<file path="src/hw/rtl/bvos_pkg.sv">
// bvos_pkg: shared constants, codes and types of the volume overlap scan unit
// used by the front, queue, back and top level files
`default_nettype none

package bvos_pkg;

  localparam int TABLE_DEPTH = 64;
  localparam int IDX_W       = $clog2(TABLE_DEPTH);
  localparam int QUEUE_DEPTH = 2;
  localparam int QPTR_W      = (QUEUE_DEPTH > 1) ? $clog2(QUEUE_DEPTH) : 1;
  localparam int QCNT_W      = $clog2(QUEUE_DEPTH + 1);

  localparam int DATA_W  = 32;
  localparam int SLOT_W  = 6;
  localparam int WSEL_W  = 3;
  localparam int CTRL_W  = 7;
  localparam int CFG_IDX_W = 3;
  localparam int HEIGHT_W  = 31;

  // word select codes
  localparam logic [WSEL_W-1:0] WSEL_CTRL    = 3'd0;
  localparam logic [WSEL_W-1:0] WSEL_MIN_X   = 3'd1;
  localparam logic [WSEL_W-1:0] WSEL_MAX_X   = 3'd2;
  localparam logic [WSEL_W-1:0] WSEL_MIN_Y   = 3'd3;
  localparam logic [WSEL_W-1:0] WSEL_MAX_Y   = 3'd4;
  localparam logic [WSEL_W-1:0] WSEL_LOWER_Z = 3'd5;
  localparam logic [WSEL_W-1:0] WSEL_TOP_Z   = 3'd6;
  localparam logic [WSEL_W-1:0] WSEL_UNUSED  = 3'd7;

  // item kinds
  localparam logic KIND_WRITE = 1'b0;
  localparam logic KIND_QUERY = 1'b1;

  // configuration register indexes
  localparam logic [CFG_IDX_W-1:0] CFG_SURFACES  = 3'd0;
  localparam logic [CFG_IDX_W-1:0] CFG_MIN_X_OFS = 3'd1;
  localparam logic [CFG_IDX_W-1:0] CFG_MAX_X_OFS = 3'd2;
  localparam logic [CFG_IDX_W-1:0] CFG_MIN_Y_OFS = 3'd3;
  localparam logic [CFG_IDX_W-1:0] CFG_MAX_Y_OFS = 3'd4;
  localparam logic [CFG_IDX_W-1:0] CFG_HEIGHT    = 3'd5;

  // control word layout
  localparam int CTRL_END_BIT     = 0;
  localparam int CTRL_TYPE_LSB    = 1;
  localparam int CTRL_TYPE_MSB    = 4;
  localparam int CTRL_ENABLE_BIT  = 5;
  localparam int CTRL_EXCLUDE_BIT = 6;
  localparam logic [3:0] VOLUME_TYPE = 4'd3;

  typedef enum logic [1:0] {
    OP_WRITE,
    OP_QUERY,
    OP_CLEAR
  } op_e;

  typedef struct packed {
    op_e                      op;
    logic [IDX_W-1:0]         slot;
    logic [WSEL_W-1:0]        wsel;
    logic [DATA_W-1:0]        wval;
    logic signed [DATA_W-1:0] bx0;
    logic signed [DATA_W-1:0] bx1;
    logic signed [DATA_W-1:0] by0;
    logic signed [DATA_W-1:0] by1;
    logic signed [DATA_W-1:0] z;
    logic signed [DATA_W-1:0] ztop;
    logic signed [DATA_W-1:0] lim;
  } job_t;

  typedef struct packed {
    logic full;
    logic empty;
  } q_stat_t;

endpackage

`default_nettype wire

</file>
<file path="src/hw/rtl/bvos_front.sv">
// bvos_front: accepts input items, holds the configuration registers and
// turns each item into a job for the queue, but drops a table write with the unused word select; depends on bvos_pkg
`default_nettype none

module bvos_front (
  input  wire logic                              clk_i,
  input  wire logic                              rst_ni,
  input  wire logic                              cfg_we_i,
  input  wire logic [bvos_pkg::CFG_IDX_W-1:0]    cfg_index_i,
  input  wire logic [bvos_pkg::DATA_W-1:0]       cfg_wdata_i,
  input  wire logic                              in_valid_i,
  output logic                                   in_ready_o,
  input  wire logic                              kind_i,
  input  wire logic [bvos_pkg::SLOT_W-1:0]       slot_i,
  input  wire logic [bvos_pkg::WSEL_W-1:0]       word_select_i,
  input  wire logic signed [bvos_pkg::DATA_W-1:0] word_value_i,
  input  wire logic signed [bvos_pkg::DATA_W-1:0] pos_x_i,
  input  wire logic signed [bvos_pkg::DATA_W-1:0] pos_y_i,
  input  wire logic signed [bvos_pkg::DATA_W-1:0] pos_z_i,
  input  wire logic signed [bvos_pkg::DATA_W-1:0] scan_limit_i,
  input  wire bvos_pkg::q_stat_t                 q_stat_i,
  output logic                                   push_o,
  output bvos_pkg::job_t                         job_o
);
  import bvos_pkg::*;

  logic                     surfaces_q;
  logic signed [DATA_W-1:0] min_x_ofs_q;
  logic signed [DATA_W-1:0] max_x_ofs_q;
  logic signed [DATA_W-1:0] min_y_ofs_q;
  logic signed [DATA_W-1:0] max_y_ofs_q;
  logic [HEIGHT_W-1:0]      height_q;

  logic slot_ok;
  logic drop;

  always_ff @(posedge clk_i or negedge rst_ni) begin
    if (!rst_ni) begin
      surfaces_q  <= 1'b0;
      min_x_ofs_q <= '0;
      max_x_ofs_q <= '0;
      min_y_ofs_q <= '0;
      max_y_ofs_q <= '0;
      height_q    <= '0;
    end else if (cfg_we_i) begin
      case (cfg_index_i)
        CFG_SURFACES:  surfaces_q  <= cfg_wdata_i[0];
        CFG_MIN_X_OFS: min_x_ofs_q <= $signed(cfg_wdata_i);
        CFG_MAX_X_OFS: max_x_ofs_q <= $signed(cfg_wdata_i);
        CFG_MIN_Y_OFS: min_y_ofs_q <= $signed(cfg_wdata_i);
        CFG_MAX_Y_OFS: max_y_ofs_q <= $signed(cfg_wdata_i);
        CFG_HEIGHT:    height_q    <= cfg_wdata_i[HEIGHT_W-1:0];
        default: ;
      endcase
    end
  end

  assign slot_ok    = (32'(slot_i) < 32'(TABLE_DEPTH));
  assign drop       = (kind_i == KIND_WRITE) && (!slot_ok || (word_select_i == WSEL_UNUSED));
  assign in_ready_o = !q_stat_i.full;
  assign push_o     = in_valid_i && in_ready_o && !drop;

  always_comb begin
    job_o.slot = IDX_W'(slot_i);
    job_o.wsel = word_select_i;
    job_o.wval = word_value_i;
    job_o.bx0  = pos_x_i + min_x_ofs_q;
    job_o.bx1  = pos_x_i + max_x_ofs_q;
    job_o.by0  = pos_y_i + min_y_ofs_q;
    job_o.by1  = pos_y_i + max_y_ofs_q;
    job_o.z    = pos_z_i;
    job_o.ztop = pos_z_i + $signed({1'b0, height_q});
    job_o.lim  = scan_limit_i;
    if (kind_i == KIND_WRITE) begin
      job_o.op = OP_WRITE;
    end else if (!surfaces_q || !slot_ok) begin
      job_o.op = OP_CLEAR;
    end else begin
      job_o.op = OP_QUERY;
    end
  end

endmodule

`default_nettype wire

</file>
<file path="config.mk">
export PLATFORM = sky130hd
export DESIGN_NAME = bvos_front
export DESIGN_NICKNAME = d
export VERILOG_FILES = /design/src/hw/rtl/bvos_pkg.sv /design/src/hw/rtl/bvos_front.sv
export SDC_FILE = /design/constraint.sdc
export NUM_CORES = 1
export LEC_CHECK = 0
export BUFFER_PORTS_ARGS = -buffer_cell sky130_fd_sc_hd__buf_2
export CAP_MARGIN = 20
export CORE_MARGIN = 2
export CORE_UTILIZATION = 35
export DETAILED_ROUTE_END_ITERATION = 6
export GPL_ROUTABILITY_DRIVEN = 0
export GPL_TIMING_DRIVEN = 0
export MAX_ROUTING_LAYER = met4
export PLACE_DENSITY = 0.56
export SYNTH_ARGS = -nofsm -noshare
export SYNTH_HDL_FRONTEND = slang
export SYNTH_SLANG_ARGS = --single-unit
</file>
<file path="constraint.sdc">
create_clock -name clk_i -period 12.2 [get_ports clk_i]
set_input_delay 2.44 -clock clk_i [delete_from_list [all_inputs] [get_ports clk_i]]
set_output_delay 2.44 -clock clk_i [all_outputs]
set_load 0.02 [all_outputs]
</file>
After elaboration in Yosys (flattened, before gate mapping). Index checks and enable logic that the tools add are counted.

Input bits: 211. Output and inout bits: 269. Word-level logic and storage cells: 32. Register bits after elaboration: 160.

Multiplexer cells: 2. Add/subtract/negate cells: 5. Reduce and logical (&&, ||, !) cells: 12. Equality and inequality tests: 6. Bitwise logic cells: 1.

Operators by type and width (count): $add A32 B32 Y32 (5); $reduce_and A2 Y1 (6); $eq A3 B3 Y1 const B (3); $eq A3 B2 Y1 const B (2); $mux W2 (2); $eq A3 B1 Y1 const B (1); $logic_and A1 B1 Y1 (3); $logic_not A3 Y1 (1); $logic_not A1 Y1 (2); $not A1 Y1 (1).

Longest topological paths before layout.
Depth after elaboration: 4. Depth in mapped cells: 11. Mapped depth without buffers: 11.

Worst setup path after synthesis. OpenSTA, ideal clock, no wires.

Path kind: input -> output. Start: in pos_y_i[0] (netlist bit). End: out job_o[126] (netlist bit). Path slack: 4.507 ns. Buffers on the path: 0. Cell stages on the path: 11. Arrival: 5.253 ns. Required time: 9.760 ns. Cell sequence: ha_1 > fa_1 > a211oi_1 > nor2_1 > o41a_1 > o311a_2 > a41o_2 > a31oi_4 > or3_4 > a311oi_2 > xor2_1.

RTL lines: start, declared (line bvos_front.sv:18) `input wire logic signed [bvos_pkg::DATA_W-1:0] pos_y_i,`; end, declared (line bvos_front.sv:23) `output bvos_pkg::job_t job_o`.

==> results.py <==
metrics = {
    "yosys": {
        "ys_async_sr_fraction_pct": 100,
        "ys_warn_count": 0,
        "netlist_instances": 1532,
        "synth.avg_cell_area_um2": 9.40,
        "synth.yosys.seq_area_share_pct": 27.8,
        "synth_top_cells_by_area": "dfrtp_1 28%, ha_1 13%, mux2_2 13%",
        "yosys_most_used_dff": "dfrtp_1",
        "mappedNetlistNets": 1903,
        "synthDominantCellAreaShare_pct": 27.8,
        "area_of_the_mapped_netlist_um2": 14400,
        "netlist-cell-type-count": 65,
        "synth_edf_count": 0,
        "synth_seq_cells": 160,
        "synthDominantAreaCellType": "dfrtp_1",
    },
    "final_layout": {
        "drive_above_1_share_pct": 36.6,
        "commonest_non_fill_non_tap_cell_in_the_layout": "buf_2",
        "syn_to_final_growth_pct": 23.6,
        "commonest_cells_after_routing_fill_and_taps_aside": "408 x buf_2, 160 x mux2_2, 160 x dfrtp_1",
        "nets": 2332,
        "finish.cell_count_without_fillers": 2519,
        "number_of_inserted_filler_cells_in_the_final_layout": 4062,
    },
    "timing": {
        "hold_slack_ns": 0.509,
        "grt_setup_unrepaired": "no",
        "fmax_ghz": 0.118,
        "timing.final.crit_share_pct": 69.6,
        "final_hold_fails": 0,
        "timing.final.setup_violations": 0,
        "worst_pin_slew_ns": 1.01,
        "max-slew-margin-rel_pct": 31.1,
        "finalClockSkew_ns": 0,
        "finalMaxSlewViolations": 0,
        "fin_crit_ns": 8.50,
        "setup_total_neg_slack_ns": 0,
    },
    "min_path": {
        "holdCritPathClass": "reg2reg",
    },
    "detailed_routing": {
        "wl_per_cell_um": 18.9,
        "drc_errors": 0,
        "routed_via_density": 5.17,
        "drt_first_pass_iters": 4,
        "vias": 13000,
        "ant_nets": 0,
        "detail_route.iter0.violations": 468,
        "total_wire_length_mm": 47.6,
    },
    "clocking": {
        "cts_tree": "done",
        "ctsHoldBuffers": 0,
        "cts_root_buf": "clkbuf_16",
        "cts.sink_count": 160,
        "clk_latency_ns": 0.44,
        "cts-htree-levels": 4,
        "cts-buffers-inserted": 17,
        "maximum_clock_insertion_buffer_count": 2,
        "cts_post_setup_buffers_inserted": 0,
        "cts.clk_slew.worst_paths_ns": 0.06,
        "post_cts.resized_instances": 0,
    },
    "die": {
        "initial_utilization_pct": 35.3,
        "placementRows": 74,
        "core_area_um2": 40700,
        "die-area_um2": 42800,
        "floorplan.die.height_um": 207,
        "die_x_extent_um": 207,
        "ioPinCount": 480,
    },
    "outcome": {
        "outcome": "completed",
    },
    "critical_path": {
        "path_cells": "buf_2, ha_1, fa_1, a211oi_1, o21ai_0, a31oi_1, o31ai_1, nand3_1, o31ai_1, a2111oi_0, o21ai_0, xor2_1, buf_2",
        "crit_path_start_kind": "primary input",
        "crit_required_ns": 9.76,
        "critical-path-max-stage-delay_ns": 0.89,
        "critical_path.endpoint_type": "primary output",
        "setup_crit_path_kind": "in2out",
        "crit_arrival_ns": 6.06,
        "worstPathMaxFanout": 3,
        "slowest_stage": "a2111oi_0",
    },
    "place": {
        "numPortBuffers": 408,
        "dp.cells": 2474,
        "dp_hpwl_mm": 40.4,
    },
    "grt": {
        "gr-usage-met2_pct": 39.9,
        "maximum_number_of_pins_on_one_net_before_global_route_repair": 95,
        "via_count_of_the_first_global_routing_pass": 12900,
        "use_met1_pct": 25.9,
        "globalRouteTotalUtil_pct": 22.4,
        "initial_antenna_violation_count": 11,
        "grt_remaining_overflow": 0,
        "busiest_layer": "met2",
        "grt_first_pass_wirelength_mm": 70.8,
        "grtUsageMet3_pct": 2.53,
    },
    "pwr": {
        "power_leakage_nw": 8.79,
        "vdd_ir_drop_max_mv": 0.119,
        "report.power.total_w": 0.00340,
        "power.density_nw_per_um2": 191,
    },
    "flow_run": {
        "timing.max_cap.violations": 0,
    },
}
flip-flops by register name, indices dropped and copies added (netlist names):
name         count
max_x_ofs_q     32
max_y_ofs_q     32
min_x_ofs_q     32
min_y_ofs_q     32
height_q        31
surfaces_q       1
metal layers:
metal	wire length, um	up-vias
li1	-	6398
met1	20200	6254
met2	24400	316
met3	1910	52
met4	1070	0
met5	0	-
worst max-delay path: cells and delay by family:
kind            cells  cell delay [ns]
fa+ha+maj           2             0.66
xor+xnor            1             0.19
compound gates      7             2.33
buf+inv             2             0.27
simple gates        1             0.16
path summary, 6_finish.rpt:
path,startpoint,end,slack [ns],cells past startpoint
worst min register to register,height_q[27]$_DFFE_PN0P_,height_q[27]$_DFFE_PN0P_,0.51,1
max in group asynchronous,rst_ni,min_x_ofs_q[30]$_DFFE_PN0P_,9.42,2
worst max register to register,min_y_ofs_q[28]$_DFFE_PN0P_,min_y_ofs_q[28]$_DFFE_PN0P_,11.37,1
worst max-delay path,pos_x_i[0],job_o[222],3.70,13
worst min-delay path,height_q[27]$_DFFE_PN0P_,height_q[27]$_DFFE_PN0P_,0.51,1
min in group asynchronous,rst_ni,min_y_ofs_q[4]$_DFFE_PN0P_,1.92,1
cell families after synthesis:
| logic type | after synthesis | share of synthesized area, % |
|---|---|---|
| AOI/OAI and AO/OA | 445 | 19.7 |
| xor gates and xnor gates | 146 | 8.88 |
| adders and majority gates | 160 | 14.2 |
| buffers and inverters | 177 | 7.38 |
| DFF | 160 | 27.8 |
| muxes | 161 | 12.6 |
| and+or+nand+nor | 283 | 9.45 |
through the flow:
| step | area, um2 | setup slack (ns) | utilization [%] |
|---|---|---|---|
| after detailed placement | 17100 | 3.74 | 42.1 |
| after floorplan | 14400 | 4.51 | - |
| after CTS | 17800 | 3.73 | 43.6 |
| final | 17800 | 3.70 | 43.7 |
| after global placement | 17100 | 3.78 | 42.0 |
| after global routing | 17800 | 3.50 | 43.7 |
power breakdown:
group | switching [W] | leakage, nW | internal [W]
clock | 0.000228 | 0.297 | 0.000343
combinational | 0.00129 | 6.57 | 0.000818
sequential | 0.0000780 | 1.92 | 0.000648
cell usage after synthesis, drive strengths merged, types with 2 or more instances:
| master | instances |
|---|---|
| a211oi | 18 |
| nor3 | 14 |
| fa | 5 |
| a221oi | 5 |
| or3 | 9 |
| inv | 39 |
| nand4b | 2 |
| a21oi | 143 |
| o21bai | 28 |
| a311oi | 3 |
| nand2 | 76 |
| nor2b | 13 |
| a41o | 4 |
| o31ai | 8 |
| o21a | 15 |
| a21boi | 2 |
| o211ai | 4 |
| and2 | 5 |
| nand2b | 15 |
| o22ai | 5 |
| nor3b | 2 |
| a21o | 72 |
| xor2 | 56 |
| dfrtp | 160 |
| a2111oi | 7 |
| nor2 | 70 |
| nand3 | 38 |
| a31oi | 18 |
| buf | 115 |
| clkbuf | 23 |
| o2111ai | 4 |
| a211o | 4 |
| ha | 155 |
| mux2 | 160 |
| a31o | 3 |
| o31a | 5 |
| o21ai | 86 |
| nand4 | 12 |
| nor4 | 3 |
| or2 | 3 |
| xnor2 | 90 |
| o21ba | 3 |
| and3 | 18 |
area by class of cell:
class	count	area (um2)	share of cell area [%]
timing repair buffer	410	2080	11.7
antenna	13	32.5	0.183
clock buffer	19	433	2.43
inverter	39	146	0.822
sequential	160	4000	22.5
tap	532	666	3.74
multi-input combinational	1195	9330	52.4
clock inverter	13	189	1.06
buffer	138	916	5.14
Note: power is estimated with default switching activity, not from simulation.
