--- src/hw/rtl/bvos_pkg.sv ---
// bvos_pkg: shared constants, codes and types of the volume overlap scan unit
// used by the front, queue, back and top level files
`default_nettype none

package bvos_pkg;

  localparam int TABLE_DEPTH = 64;
  localparam int IDX_W       = $clog2(TABLE_DEPTH);
  localparam int QUEUE_DEPTH = 2;
  localparam int QPTR_W      = (QUEUE_DEPTH > 1) ? $clog2(QUEUE_DEPTH) : 1;
  localparam int QCNT_W      = $clog2(QUEUE_DEPTH + 1);

  localparam int DATA_W  = 32;
  localparam int SLOT_W  = 6;
  localparam int WSEL_W  = 3;
  localparam int CTRL_W  = 7;
  localparam int CFG_IDX_W = 3;
  localparam int HEIGHT_W  = 31;

  // word select codes
  localparam logic [WSEL_W-1:0] WSEL_CTRL    = 3'd0;
  localparam logic [WSEL_W-1:0] WSEL_MIN_X   = 3'd1;
  localparam logic [WSEL_W-1:0] WSEL_MAX_X   = 3'd2;
  localparam logic [WSEL_W-1:0] WSEL_MIN_Y   = 3'd3;
  localparam logic [WSEL_W-1:0] WSEL_MAX_Y   = 3'd4;
  localparam logic [WSEL_W-1:0] WSEL_LOWER_Z = 3'd5;
  localparam logic [WSEL_W-1:0] WSEL_TOP_Z   = 3'd6;
  localparam logic [WSEL_W-1:0] WSEL_UNUSED  = 3'd7;

  // item kinds
  localparam logic KIND_WRITE = 1'b0;
  localparam logic KIND_QUERY = 1'b1;

  // configuration register indexes
  localparam logic [CFG_IDX_W-1:0] CFG_SURFACES  = 3'd0;
  localparam logic [CFG_IDX_W-1:0] CFG_MIN_X_OFS = 3'd1;
  localparam logic [CFG_IDX_W-1:0] CFG_MAX_X_OFS = 3'd2;
  localparam logic [CFG_IDX_W-1:0] CFG_MIN_Y_OFS = 3'd3;
  localparam logic [CFG_IDX_W-1:0] CFG_MAX_Y_OFS = 3'd4;
  localparam logic [CFG_IDX_W-1:0] CFG_HEIGHT    = 3'd5;

  // control word layout
  localparam int CTRL_END_BIT     = 0;
  localparam int CTRL_TYPE_LSB    = 1;
  localparam int CTRL_TYPE_MSB    = 4;
  localparam int CTRL_ENABLE_BIT  = 5;
  localparam int CTRL_EXCLUDE_BIT = 6;
  localparam logic [3:0] VOLUME_TYPE = 4'd3;

  typedef enum logic [1:0] {
    OP_WRITE,
    OP_QUERY,
    OP_CLEAR
  } op_e;

  typedef struct packed {
    op_e                      op;
    logic [IDX_W-1:0]         slot;
    logic [WSEL_W-1:0]        wsel;
    logic [DATA_W-1:0]        wval;
    logic signed [DATA_W-1:0] bx0;
    logic signed [DATA_W-1:0] bx1;
    logic signed [DATA_W-1:0] by0;
    logic signed [DATA_W-1:0] by1;
    logic signed [DATA_W-1:0] z;
    logic signed [DATA_W-1:0] ztop;
    logic signed [DATA_W-1:0] lim;
  } job_t;

  typedef struct packed {
    logic full;
    logic empty;
  } q_stat_t;

endpackage

`default_nettype wire

--- src/hw/rtl/bvos_queue.sv ---
// bvos_queue: short job queue between front and back
// depends on bvos_pkg for the job type and depth
`default_nettype none

module bvos_queue (
  input  wire logic              clk_i,
  input  wire logic              rst_ni,
  input  wire logic              push_i,
  input  wire bvos_pkg::job_t    job_i,
  input  wire logic              pop_i,
  output bvos_pkg::job_t         head_o,
  output bvos_pkg::q_stat_t      stat_o
);
  import bvos_pkg::*;

  job_t              entries_q [QUEUE_DEPTH];
  logic [QPTR_W-1:0] wr_ptr_q, wr_ptr_d;
  logic [QPTR_W-1:0] rd_ptr_q, rd_ptr_d;
  logic [QCNT_W-1:0] count_q, count_d;
  logic              do_push, do_pop;

  assign stat_o.full  = (count_q == QCNT_W'(QUEUE_DEPTH));
  assign stat_o.empty = (count_q == '0);
  assign do_push      = push_i && !stat_o.full;
  assign do_pop       = pop_i && !stat_o.empty;
  assign head_o       = entries_q[rd_ptr_q];

  always_comb begin
    wr_ptr_d = wr_ptr_q;
    rd_ptr_d = rd_ptr_q;
    count_d  = count_q;
    if (do_push) begin
      wr_ptr_d = (wr_ptr_q == QPTR_W'(QUEUE_DEPTH - 1)) ? '0 : wr_ptr_q + QPTR_W'(1);
    end
    if (do_pop) begin
      rd_ptr_d = (rd_ptr_q == QPTR_W'(QUEUE_DEPTH - 1)) ? '0 : rd_ptr_q + QPTR_W'(1);
    end
    if (do_push && !do_pop) begin
      count_d = count_q + QCNT_W'(1);
    end else if (do_pop && !do_push) begin
      count_d = count_q - QCNT_W'(1);
    end
  end

  always_ff @(posedge clk_i or negedge rst_ni) begin
    if (!rst_ni) begin
      wr_ptr_q <= '0;
      rd_ptr_q <= '0;
      count_q  <= '0;
    end else begin
      wr_ptr_q <= wr_ptr_d;
      rd_ptr_q <= rd_ptr_d;
      count_q  <= count_d;
    end
  end

  always_ff @(posedge clk_i) begin
    if (do_push) begin
      entries_q[wr_ptr_q] <= job_i;
    end
  end

endmodule

`default_nettype wire

--- config.mk ---
export PLATFORM = sky130hd
export DESIGN_NAME = bvos_queue
export DESIGN_NICKNAME = d
export VERILOG_FILES = /design/src/hw/rtl/bvos_pkg.sv /design/src/hw/rtl/bvos_queue.sv
export SDC_FILE = /design/constraint.sdc
export NUM_CORES = 1
export LEC_CHECK = 0
export BUFFER_PORTS_ARGS = -buffer_cell sky130_fd_sc_hd__buf_2
export CELL_PAD_IN_SITES_DETAIL_PLACEMENT = 0
export CELL_PAD_IN_SITES_GLOBAL_PLACEMENT = 1
export CORE_MARGIN = 3
export CORE_UTILIZATION = 30
export DETAILED_ROUTE_END_ITERATION = 8
export PLACE_DENSITY_LB_ADDON = 0.3
export SYNTH_ARGS = -nofsm -noshare
export SYNTH_HDL_FRONTEND = slang
export SYNTH_SLANG_ARGS = --single-unit
--- constraint.sdc ---
create_clock -name clk_i -period 14.23 [get_ports clk_i]
set_input_delay 2.846 -clock clk_i [delete_from_list [all_inputs] [get_ports clk_i]]
set_output_delay 2.846 -clock clk_i [all_outputs]
set_load 0.02 [all_outputs]
Word level (Yosys, flattened, before mapping) --
Memories as Yosys holds them, arrays and structs flattened. Index checks and enable logic that the tools add are counted.
Storage, ports and cells: bits in registers 4, bits in writable memories 534, input bits 271, output and inout bits 269, word-level logic and storage cells 25, memories kept 1
Cells by class: $add $sub $neg 4, eq/ne operators 1, multiplexer cells 6, reduce and logical (&&, ||, !) cells 10
Memories:
- entries_q | words 2, width 267, rd ports 1, clocked after memory_dff 0, write ports 1, RTL line bvos_queue.sv:16 | job_t entries_q [QUEUE_DEPTH];
Operators by type and width (count):
- $logic_and 1x1->1 | 4
- $logic_not 1->1 | 4
- $mux 1 | 4
- $mux 2 | 2
- $add 1x1->1 const B | 2
- $add 2x1->2 const B | 1
- $eq 2x2->1 const B | 1
- $logic_not 2->1 | 1
- $reduce_bool 2->1 | 1
- $sub 2x1->2 const B | 1

Longest topological paths before layout --
depth after elaboration 7, depth in mapped cells 7

Worst setup path after synthesis --
Ideal clock, no wire load.
path type input-to-reg, start point input port push_i, end point memory entries_q[0][0] in the netlist's numbering, enable pin, library setup time 900 ps, arrival 13993 ps, required time 13330 ps, setup slack -663 ps, cell stages on the path 2, path buffers 0, cells stage by stage nand2_1 > nor2_1
On the way: cells in the longest elaborated chain, start to end 3
Ends and longest elaborated chain:
- start: declaration | RTL line bvos_queue.sv:8 | input wire logic push_i,
- $logic_and 1x1->1 | RTL line bvos_queue.sv:24 | assign do_push = push_i && !stat_o.full;
- $mux 1 | RTL line bvos_queue.sv:58 | if (do_push) begin
- $mux 1 (not written as such) | RTL line bvos_queue.sv:59 | entries_q[wr_ptr_q] <= job_i;
- end: declaration | RTL line bvos_queue.sv:16
Every way passes these cells.

==> run_summary.xml <==
<?xml version="1.0" encoding="UTF-8"?>
<metrics>
  <group name="status">
    <metric name="outcome" unit="">complete, no violations</metric>
  </group>
  <group name="global_routing">
    <metric name="grt_start_max_net_pins" unit="">150</metric>
    <metric name="antenna_found_initial" unit="">18</metric>
    <metric name="grt_pass1_vias" unit="">10661</metric>
    <metric name="grt_pass1_wl" unit="um">67200</metric>
    <metric name="remaining_overflow_grt" unit="">0</metric>
    <metric name="global_route.usage.total" unit="%">12.5</metric>
  </group>
  <group name="clock_tree">
    <metric name="cts-buffers-inserted" unit="">57</metric>
    <metric name="cts-root-buf" unit="">clkbuf_16</metric>
    <metric name="clock_tree_from_tritoncts" unit="">yes</metric>
    <metric name="clock_sink_count" unit="">538</metric>
    <metric name="postCtsResizedCells" unit="">0</metric>
    <metric name="cts-hold-fix-buffers" unit="">0</metric>
    <metric name="cts_max_path_buffers" unit="">3</metric>
    <metric name="clock_latency_on_the_worst_skew_pair" unit="ns">0.58</metric>
    <metric name="cts_htree_levels" unit="">2</metric>
    <metric name="clk_transition_reported_paths" unit="ns">0.06</metric>
    <metric name="cts_setup_buffers" unit="">0</metric>
  </group>
  <group name="synthesis">
    <metric name="synth_xor_xnor_area_share" unit="%">0.216</metric>
    <metric name="ranking_of_synthesized_cells_by_area" unit="">edfxtp_1 (79%), mux2_4 (15%), mux2_2 (3.7%), buf_6 (1.4%), dfrtp_1 (0.49%)</metric>
    <metric name="synth_adder_area_share" unit="%">0.0616</metric>
    <metric name="synth_warnings" unit="">0</metric>
    <metric name="synth-seq-cells" unit="">538</metric>
    <metric name="post_synthesis_cell_type_with_the_largest_combined_area" unit="">edfxtp_1</metric>
    <metric name="netlist_area" unit="mm2">0.0203</metric>
    <metric name="yosys-mux-area-fraction" unit="%">18.5</metric>
    <metric name="post_synth_inst_count" unit="">850</metric>
    <metric name="synth_top_area_share" unit="%">79.0</metric>
    <metric name="synthesized_area_fraction_occupied_by_ao_oa_aoi_and_oai_cells" unit="%">0.0246</metric>
    <metric name="ys_seq_area_share" unit="%">79.5</metric>
    <metric name="synth_cell_types" unit="">15</metric>
    <metric name="main_combinational_cell_family_by_area_after_synthesis" unit="">multiplexers</metric>
    <metric name="syn-mean-instance-area" unit="um2">23.9</metric>
    <metric name="synth_simple_gate_area_share" unit="%">0.136</metric>
    <metric name="syn_nets" unit="">1122</metric>
  </group>
  <group name="floorplan">
    <metric name="die_h" unit="um">266</metric>
    <metric name="io_pins" unit="">540</metric>
    <metric name="die-area" unit="mm2">0.0708</metric>
    <metric name="die-width" unit="um">266</metric>
    <metric name="row_cnt" unit="">94</metric>
    <metric name="core_area" unit="mm2">0.0665</metric>
    <metric name="start_util" unit="%">30.6</metric>
  </group>
  <group name="route">
    <metric name="detail-route-antenna-nets" unit="">0</metric>
    <metric name="routed-via-count" unit="">9965</metric>
    <metric name="drc" unit="">0</metric>
    <metric name="route.detailed.wl_per_inst" unit="um">19.7</metric>
    <metric name="dr.first_iter.drc_count" unit="">647</metric>
    <metric name="dr.pass1.iters" unit="">4</metric>
    <metric name="avgViaCountPerCell" unit="">4.25</metric>
    <metric name="routed_wire_length" unit="um">46200</metric>
  </group>
  <group name="run">
    <metric name="maxCapViolCount" unit="">0</metric>
  </group>
  <group name="place">
    <metric name="place_area" unit="mm2">0.0239</metric>
    <metric name="gp_congestion" unit="">0.759</metric>
    <metric name="dp.final_hpwl" unit="um">31700</metric>
    <metric name="placed_cells" unit="">2231</metric>
    <metric name="port-buffer-count" unit="">539</metric>
  </group>
  <group name="worst_setup_path">
    <metric name="crit_required" unit="ns">11.38</metric>
    <metric name="cp_data_arrival_time" unit="ns">3.89</metric>
    <metric name="critical_path_peak_fanout" unit="">59</metric>
    <metric name="critPathBufInv" unit="">3</metric>
    <metric name="cell_with_the_biggest_individual_delay_on_the_critical_path" unit="">buf_4</metric>
    <metric name="crit_type" unit="">reg -&gt; out</metric>
    <metric name="number_of_stages_on_the_worst_setup_path" unit="">4</metric>
    <metric name="cp_cell_sequence" unit="">buf_4 -&gt; buf_4 -&gt; mux2_4 -&gt; buf_2</metric>
    <metric name="critPathMaxStageDelay" unit="ns">0.92</metric>
    <metric name="critPathTopFamily" unit="">buffers and inverters</metric>
    <metric name="critPathMostFrequentCell" unit="">buf_4</metric>
    <metric name="crit_path_end_kind" unit="">output port</metric>
    <metric name="worstRegToRegCells" unit="">6</metric>
    <metric name="worst_setup_path_start_kind" unit="">register</metric>
  </group>
  <group name="timing">
    <metric name="setup_repair_after_global_routing_missed_its_margin" unit="">no</metric>
    <metric name="whs" unit="ns">0.523</metric>
    <metric name="finalSetupViolCount" unit="">0</metric>
    <metric name="post-route-period-util" unit="%">47.4</metric>
    <metric name="maxSlewViolCount" unit="">0</metric>
    <metric name="worst_clock_skew" unit="ns">0.0144</metric>
    <metric name="max-slew-margin-rel" unit="%">28.5</metric>
    <metric name="worstMarginPinSlew" unit="ns">1.07</metric>
    <metric name="clock.fmax" unit="MHz">148</metric>
    <metric name="period_minus_slack" unit="ns">6.74</metric>
    <metric name="timing.final.hold_violations" unit="">0</metric>
    <metric name="setup_total_negative_slack" unit="ns">0</metric>
  </group>
  <group name="layout">
    <metric name="most_frequent_cells_in_the_layout" unit="">buf_2 (539), edfxtp_1 (534), mux2_4 (201), mux2_2 (66), clkbuf_16 (58)</metric>
    <metric name="final_cell_count_no_fill" unit="">2345</metric>
    <metric name="layout_cell_share_with_drive_strength_beyond_1" unit="%">61.4</metric>
    <metric name="stdcell_area" unit="mm2">0.0259</metric>
    <metric name="design.final.nets" unit="">1698</metric>
    <metric name="final_common_cell" unit="">buf_2</metric>
    <metric name="areaGrowthSynthToFinish" unit="%">27.5</metric>
  </group>
  <group name="power">
    <metric name="cellPowerDensity" unit="mW/mm2">224</metric>
    <metric name="post-layout-total-power" unit="W">0.00579</metric>
    <metric name="worst_ir_drop_vdd" unit="mV">0.187</metric>
    <metric name="power_leakage" unit="nW">10.1</metric>
  </group>
  <group name="worst_hold_path">
    <metric name="holdCritPathClass" unit="">reg -&gt; reg</metric>
    <metric name="hold-path-cell-count" unit="">1</metric>
  </group>
</metrics>
stage by stage:
stage	setup WS [ns]	utilization, %
2_1_floorplan	3.86	-
5_1_grt	7.28	39.0
3_3_place_gp	8.15	35.9
3_5_place_dp	8.05	35.9
6_report	7.49	39.0
4_1_cts	7.41	38.9
report_power, final:
part	switching [W]	internal (W)
Sequential	0.000107	0.00217
Clock	0.000600	0.000964
Combinational	0.00114	0.000813
Total	0.00184	0.00395
synthesized netlist by cell type:
master and n:
edfxtp_1 534, nor2_1 3, ha_1 1, xnor2_1 3, mux2_2 66, inv_1 2, o21ai_0 1, nand2b_1 1
dfrtp_1 4, xor2_1 2, nand2_1 1, and3_1 1, buf_6 26, mux2_4 201, buf_2 4
final cells by class:
class | count | area (um2)
clock inverters | 37 | 502
clock buffers | 69 | 1490
inverters | 2 | 7.51
multi-input cells | 280 | 3860
flip-flops and latches | 538 | 16100
repair buffers | 547 | 2800
diodes | 8 | 20.0
fillers | 6108 | 40600
well taps | 864 | 1080
registers in the layout, indices dropped and copies added, names as in the netlist:
register   flops
entries_q    534
wr_ptr_q       1
rd_ptr_q       1
count_q        2
worst paths after layout:
path	start	end	slack (ns)
worst max-delay path	rd_ptr_q$_DFFE_PN0P_	head_o[182]	7.49
worst min-delay path	count_q[1]$_DFFE_PN0P_	count_q[1]$_DFFE_PN0P_	0.52
worst max register to register	count_q[0]$_DFFE_PN0P_	entries_q[0][129]$_DFFE_PP_	10.41
worst min register to register	count_q[1]$_DFFE_PN0P_	count_q[1]$_DFFE_PN0P_	0.52
max in group asynchronous	rst_ni	rd_ptr_q$_DFFE_PN0P_	12.04
min in group asynchronous	rst_ni	wr_ptr_q$_DFFE_PN0P_	2.06
layer usage:
metal	vias to the layer above	track usage [%]	wire length, um
li1	4571	-	-
met1	4942	14.1	17400
met2	357	21.4	23100
met3	81	5.41	4590
met4	14	3.85	1060
met5	-	0	83
cell families (layout without fill, tap and decap cells):
| group | after synthesis | count (layout) |
|---|---|---|
| adder cells (fa/ha/maj) | 1 | 1 |
| AO/OA/AOI/OAI | 1 | 1 |
| buffers and inverters | 32 | 655 |
| XOR/XNOR | 5 | 5 |
| flip-flops | 538 | 538 |
| multiplexers | 267 | 267 |
| AND/OR/NAND/NOR | 6 | 6 |
| other | 0 | 8 |
No activity file was read; power rests on OpenSTA's default activity.
